[config.mk]
export PLATFORM = sky130hd
export DESIGN_NAME = gpce_div
export DESIGN_NICKNAME = d
export VERILOG_FILES = /design/src/design/gpce_div.sv
export SDC_FILE = /design/constraint.sdc
export NUM_CORES = 2
export LEC_CHECK = 0
export BUFFER_PORTS_ARGS = -buffer_cell sky130_fd_sc_hd__buf_4
export CAP_MARGIN = 20
export CORE_MARGIN = 2
export CORE_UTILIZATION = 50
export CTS_CLUSTER_SIZE = 25
export DETAILED_ROUTE_END_ITERATION = 7
export PLACE_DENSITY = 0.66
export SKIP_LAST_GASP = 1
export SLEW_MARGIN = 20
export SYNTH_ARGS = -nofsm -noshare
export SYNTH_HDL_FRONTEND = slang
export SYNTH_SLANG_ARGS = --single-unit
[constraint.sdc]
create_clock -name clk -period 4.3 [get_ports clk]
set_input_delay 0.43 -clock clk [delete_from_list [all_inputs] [get_ports clk]]
set_output_delay 0.43 -clock clk [all_outputs]
set_load 0.01 [all_outputs]
[src/design/gpce_div.sv]
`timescale 1ns / 1ps
// Restoring divider, one quotient bit per stage. The quotient must fit in QW bits.
module gpce_div #(
  parameter int DW = 32,
  parameter int VW = 31,
  parameter int QW = 31
) (
  input  logic          clk,
  input  logic          en,
  input  logic [DW-1:0] dividend,
  input  logic [VW-1:0] divisor,
  output logic [QW-1:0] quotient,
  output logic [VW-1:0] remainder
);

  logic [VW-1:0] rem_r [QW];
  logic [QW-1:0] low_r [QW];
  logic [QW-1:0] quo_r [QW];
  logic [VW-1:0] dvs_r [QW];

  for (genvar s = 0; s < QW; s++) begin : g_stg
    logic [VW-1:0] rem_in;
    logic [VW-1:0] dvs_in;
    logic [QW-1:0] low_in;
    logic [QW-1:0] quo_in;
    logic [VW:0]   rs;
    logic [VW:0]   diff;
    logic          ge;

    if (s == 0) begin : g_first
      assign rem_in = VW'(dividend[DW-1:QW]);
      assign low_in = dividend[QW-1:0];
      assign quo_in = '0;
      assign dvs_in = divisor;
    end else begin : g_next
      assign rem_in = rem_r[s-1];
      assign low_in = low_r[s-1];
      assign quo_in = quo_r[s-1];
      assign dvs_in = dvs_r[s-1];
    end

    assign rs   = {rem_in, low_in[QW-1]};
    assign diff = rs - {1'b0, dvs_in};
    assign ge   = (rs >= {1'b0, dvs_in});

    always_ff @(posedge clk) begin
      if (en) begin
        rem_r[s] <= ge ? diff[VW-1:0] : rs[VW-1:0];
        low_r[s] <= {low_in[QW-2:0], 1'b0};
        quo_r[s] <= {quo_in[QW-2:0], ge};
        dvs_r[s] <= dvs_in;
      end
    end
  end

  assign quotient  = quo_r[QW-1];
  assign remainder = rem_r[QW-1];

endmodule

* Word-level counts from Yosys, hierarchy flattened *
Memory sizes are Yosys's and may differ from the RTL's.
Index checks and enable logic that the tools add are counted.

word-level totals
  bits in registers = 0
  RAM bits = 3813
  input port bits = 65
  output and inout bits = 62
  word-level logic and storage cells = 99
  memories = 4

operators by class
  $add $sub $neg = 31
  order comparisons = 31
  multiplexer cells = 33

memories
  name   depth  width  rd ports  clocked after memory_dff  write ports  RTL line  RTL
  dvs_r  31     31     30        0                         31           19        logic [VW-1:0] dvs_r [QW];
  quo_r  31     31     31        0                         31           18        logic [QW-1:0] quo_r [QW];
  rem_r  31     31     31        0                         31           16        logic [VW-1:0] rem_r [QW];
  low_r  31     30     30        0                         31           17        logic [QW-1:0] low_r [QW];

operators with widths
  operator        number
  $mux 31         31
  $ge 32x31->1    30
  $sub 31x31->31  30
  $ge 2x31->1     1
  $sub 2x31->31   1
  $mux 1          2

* Logic depth before layout (Yosys ltp) *
An unclocked memory read counts as a cell.

  depth in word-level cells = 3
  depth in mapped cells = 16
  mapped depth without buffers = 15

* Worst setup path before layout *
OpenSTA, ideal clock, no wires.

  path kind = reg2reg
  start = memory dvs_r[2][0], in the netlist dvs_r[0][62]
  end = memory rem_r[3][30], in the netlist rem_r[1][61] (data pin)
  library setup time = 260 ps
  arrival = 3277 ps
  required time = 4040 ps
  slack = 763 ps
  cell stages (with the launch flop) = 14
  buffers on the path = 0
  clock period less this slack = 3537 ps
  path through = edfxtp_1 > ha_1 > fa_1 > nor2b_1 > o31ai_2 > a21oi_1 > a2111oi_2 > o311ai_1 > o22a_1 > a31oi_2 > o311ai_1 > a221oi_2 > xnor2_1 > mux2_2

RTL lines
  item             RTL line
  start, declared  19
  end, declared    16

==> results.sh <==
export IMPL_r2r_slack_ps=120
export IMPL_grtUsageTotal=0.232
export IMPL_outcome="finished clean"
export IMPL_syn_to_final_growth_pct=12.6
export IMPL_async_flop_share=0
export IMPL_gp_congestion=0.952
export IMPL_vias=91867
export IMPL_fin_cells=16288
export IMPL_ys_flop_type="edfxtp_1"
export IMPL_worst_r2r_cell_count=13
export IMPL_timing_rr_end="rem_r[7][3]"
export IMPL_post_synth_top_count_cell="edfxtp_1"
export IMPL_synth_top_area_cell="edfxtp_1"
export IMPL_peakVddDrop_mv=0.508
export IMPL_synth_xor_area_frac=0.0491
export IMPL_fmax_mhz=239
export IMPL_powerDensity_nw_per_um2=766
export IMPL_syn_nets=12812
export IMPL_yosys_register_bits=2852
export IMPL_start_util=0.503
export IMPL_endpoint_kind="register"
export IMPL_vias_per_cell=5.64
export IMPL_hold_class="in -> reg"
export IMPL_cp_arrival_ps=4830
export IMPL_fin_ws_ps=121
export IMPL_synthTopCellsByArea="edfxtp_1 (60%), ha_1 (8.1%), a21oi_1 (3.4%)"
export IMPL_core_area_um2=285000
export IMPL_period_share=0.972
export IMPL_pre_cts_ws_ps=-195
export IMPL_drv_cap=0
export IMPL_power_leakage_uw=0.0651
export IMPL_synth_edff_count=2852
export IMPL_root_buffer="clkbuf_16"
export IMPL_path_max_fanout=27
export IMPL_io_pins=127
export IMPL_fin_total_pwr_uw=124000
export IMPL_ys_warnings_count=0
export IMPL_setup_viol=0
export IMPL_die_area_um2=291000
export IMPL_rsz0062_at_grt="false"
export IMPL_placed_cells=15652
export IMPL_critical_path_class="reg -> reg"
export IMPL_syn_inst=11784
export IMPL_syn_area_um2=143000
export IMPL_synthMuxAreaShare=0.0228
export IMPL_relSlewSlack=0.191
export IMPL_ys_top_cells_by_count="edfxtp_1 (2,852), inv_1 (1,165), a21oi_1 (980)"
export IMPL_htree_num_levels=5
export IMPL_required_ps=4950
export IMPL_synthSimpleGateAreaFrac=0.0796
export IMPL_clk_pin_slew_ps=60
export IMPL_synth_fa_ha_area_frac=0.0856
export IMPL_num_rows=196
export IMPL_min_delay_start="en"
export IMPL_wl_per_cell_um=21.2
export IMPL_grt_max_degree=132
export IMPL_slew_viol_final=0
export IMPL_drc=0
export IMPL_whs_path_depth=1
export IMPL_hold_end="low_r[2][48]"
export IMPL_fp_dieH_um=540
export IMPL_ys_seq_area_frac=0.597
export IMPL_finalCriticalPeriod_ps=4180
export IMPL_worst_setup_path_start_kind="register"
export IMPL_drtIter0Drc=7899
export IMPL_clock_sinks=2852
export IMPL_tightestPinTransition_ps=1210
export IMPL_grt_ovfl_total=0
export IMPL_antenna_found_initial=14
export IMPL_synth_top_family_by_area="compound AO/OA/AOI/OAI gates"
export IMPL_clockBufferDepth=4
export IMPL_synth_top_area_frac=0.597
export IMPL_hpwl_um=259000
export IMPL_die_x_um=540
export IMPL_ant_nets=0
export IMPL_portBuffers=126
export IMPL_synth_compound_area_frac=0.129
export IMPL_fin_worst_skew_ps=52.2
export IMPL_totalWireLength_um=345000
export IMPL_final_layout_size_suffix_gt1_frac=0.0932
export IMPL_syn_avg_cell_area_um2=12.2
export IMPL_dr_pass1_iters=8
export IMPL_cts_made_buffers=317
export IMPL_r2r_start="dvs_r[0][403]"
export IMPL_nets=13301
export IMPL_finalHoldViolCount=0
export IMPL_cts_tree="built"
export IMPL_worst_skew_pair_late_latency_ps=930
export IMPL_synth_distinct_cells=89
export IMPL_grt_pass1_vias=89540
export IMPL_grt_pass1_wl_um=526000
-- worst max path at each step --
stage                        from           end  slack, ps  cells past startpoint
floorplan            dvs_r[0][62]  rem_r[1][61]        760                     13
global placement    dvs_r[0][403]   rem_r[7][0]       -240                     14
detailed placement  dvs_r[0][403]   rem_r[7][0]       -190                     14
CTS                   dvs_r[0][0]  rem_r[0][53]        150                     13
global route          rem_r[8][3]  rem_r[8][57]          5                     13
finish              dvs_r[0][403]   rem_r[7][3]        120                     13
-- worst max-delay path: stages (launching register included) --
cell	delay, ps
edfxtp_1	570
ha_1	290
fa_1	420
nor2b_1	140
o21ai_0	90
nand2b_1	160
a2111oi_0	130
buf_4	160
o21ai_1	410
a31oi_1	180
or3b_2	510
o2111ai_4	190
buf_12	260
mux2_2	380
-- where the power goes --
part	leakage, uW	switching, uW	internal (uW)
clock network	0.00501	11100	15600
logic	0.0322	29400	22500
registers	0.0279	5050	40100
-- sequential cells by signal (all words and copies together), names as in the netlist --
name	cells
rem_r	961
dvs_r	930
quo_r	496
low_r	465
-- repair_timing --
| item | 4_1_cts | 5_1_grt |
|---|---|---|
| pin swaps | 0 | 2 |
| buffers inserted | 0 | 1 |
| resized for setup | 2 | 6 |
| endpoints found under the setup margin | 1 | 23 |
| endpoints found under the hold margin | 63 | 0 |
| hold buffers | 63 | 0 |
-- layout make-up --
class / instances / area [um^2]
clock inverter: 204 / 2110
sequential: 2852 / 85600
timing repair buffer: 401 / 3740
inverter: 1166 / 4380
fill: 23180 / 124000
clock buffer: 365 / 8160
antenna: 3 / 7.51
multi-input combinational: 7535 / 52800
tap: 3762 / 4710
-- routing by layer --
layer | part of all wire | GRT usage | wire [um] | vias up
met5 | 0.000038 | 0 | 13 | -
met4 | 0.029 | 0.0669 | 9950 | 2
met3 | 0.066 | 0.0417 | 22900 | 553
met2 | 0.45 | 0.362 | 154000 | 2585
met1 | 0.46 | 0.332 | 157000 | 44507
li1 | - | - | - | 44220
-- layout by cell type, fill, tap and decap left out, types with 109 or more instances in the layout --
cell type and n:
a21o_1 486, nor2_1 627, xor2_1 330, a21oi_1 974, nand3_1 159, o21a_1 109
o21ai_0 794, clkbuf_16 319, nand2_1 882, edfxtp_1 2852, mux2_2 256, nand2b_1 115
ha_1 932, xnor2_1 475, nor3_1 110, inv_1 1165, buf_4 292, nand4_1 128
nor2b_1 132
-- through the flow --
step / hold WS, ps / util / setup TNS [ps] / cell area (um^2)
6_report: 170 / 0.567 / 0 / 162000
2_1_floorplan: 400 / - / 0 / 143000
4_1_cts: 137 / 0.566 / 0 / 162000
3_3_place_gp: 400 / 0.528 / -236 / 151000
5_1_grt: 145 / 0.567 / 0 / 162000
3_5_place_dp: 405 / 0.528 / -195 / 151000
-- cell families (layout without fill, tap and decap cells) --
group / Yosys count / in the layout
fa+ha+maj: 963 / 963
buf+inv: 1397 / 2136
other cells: 0 / 3
mux: 290 / 290
compound gates: 3024 / 3024
xor+xnor: 805 / 805
flops: 2852 / 2852
simple gates: 2453 / 2453
Note: power is estimated with default switching activity, not from simulation.
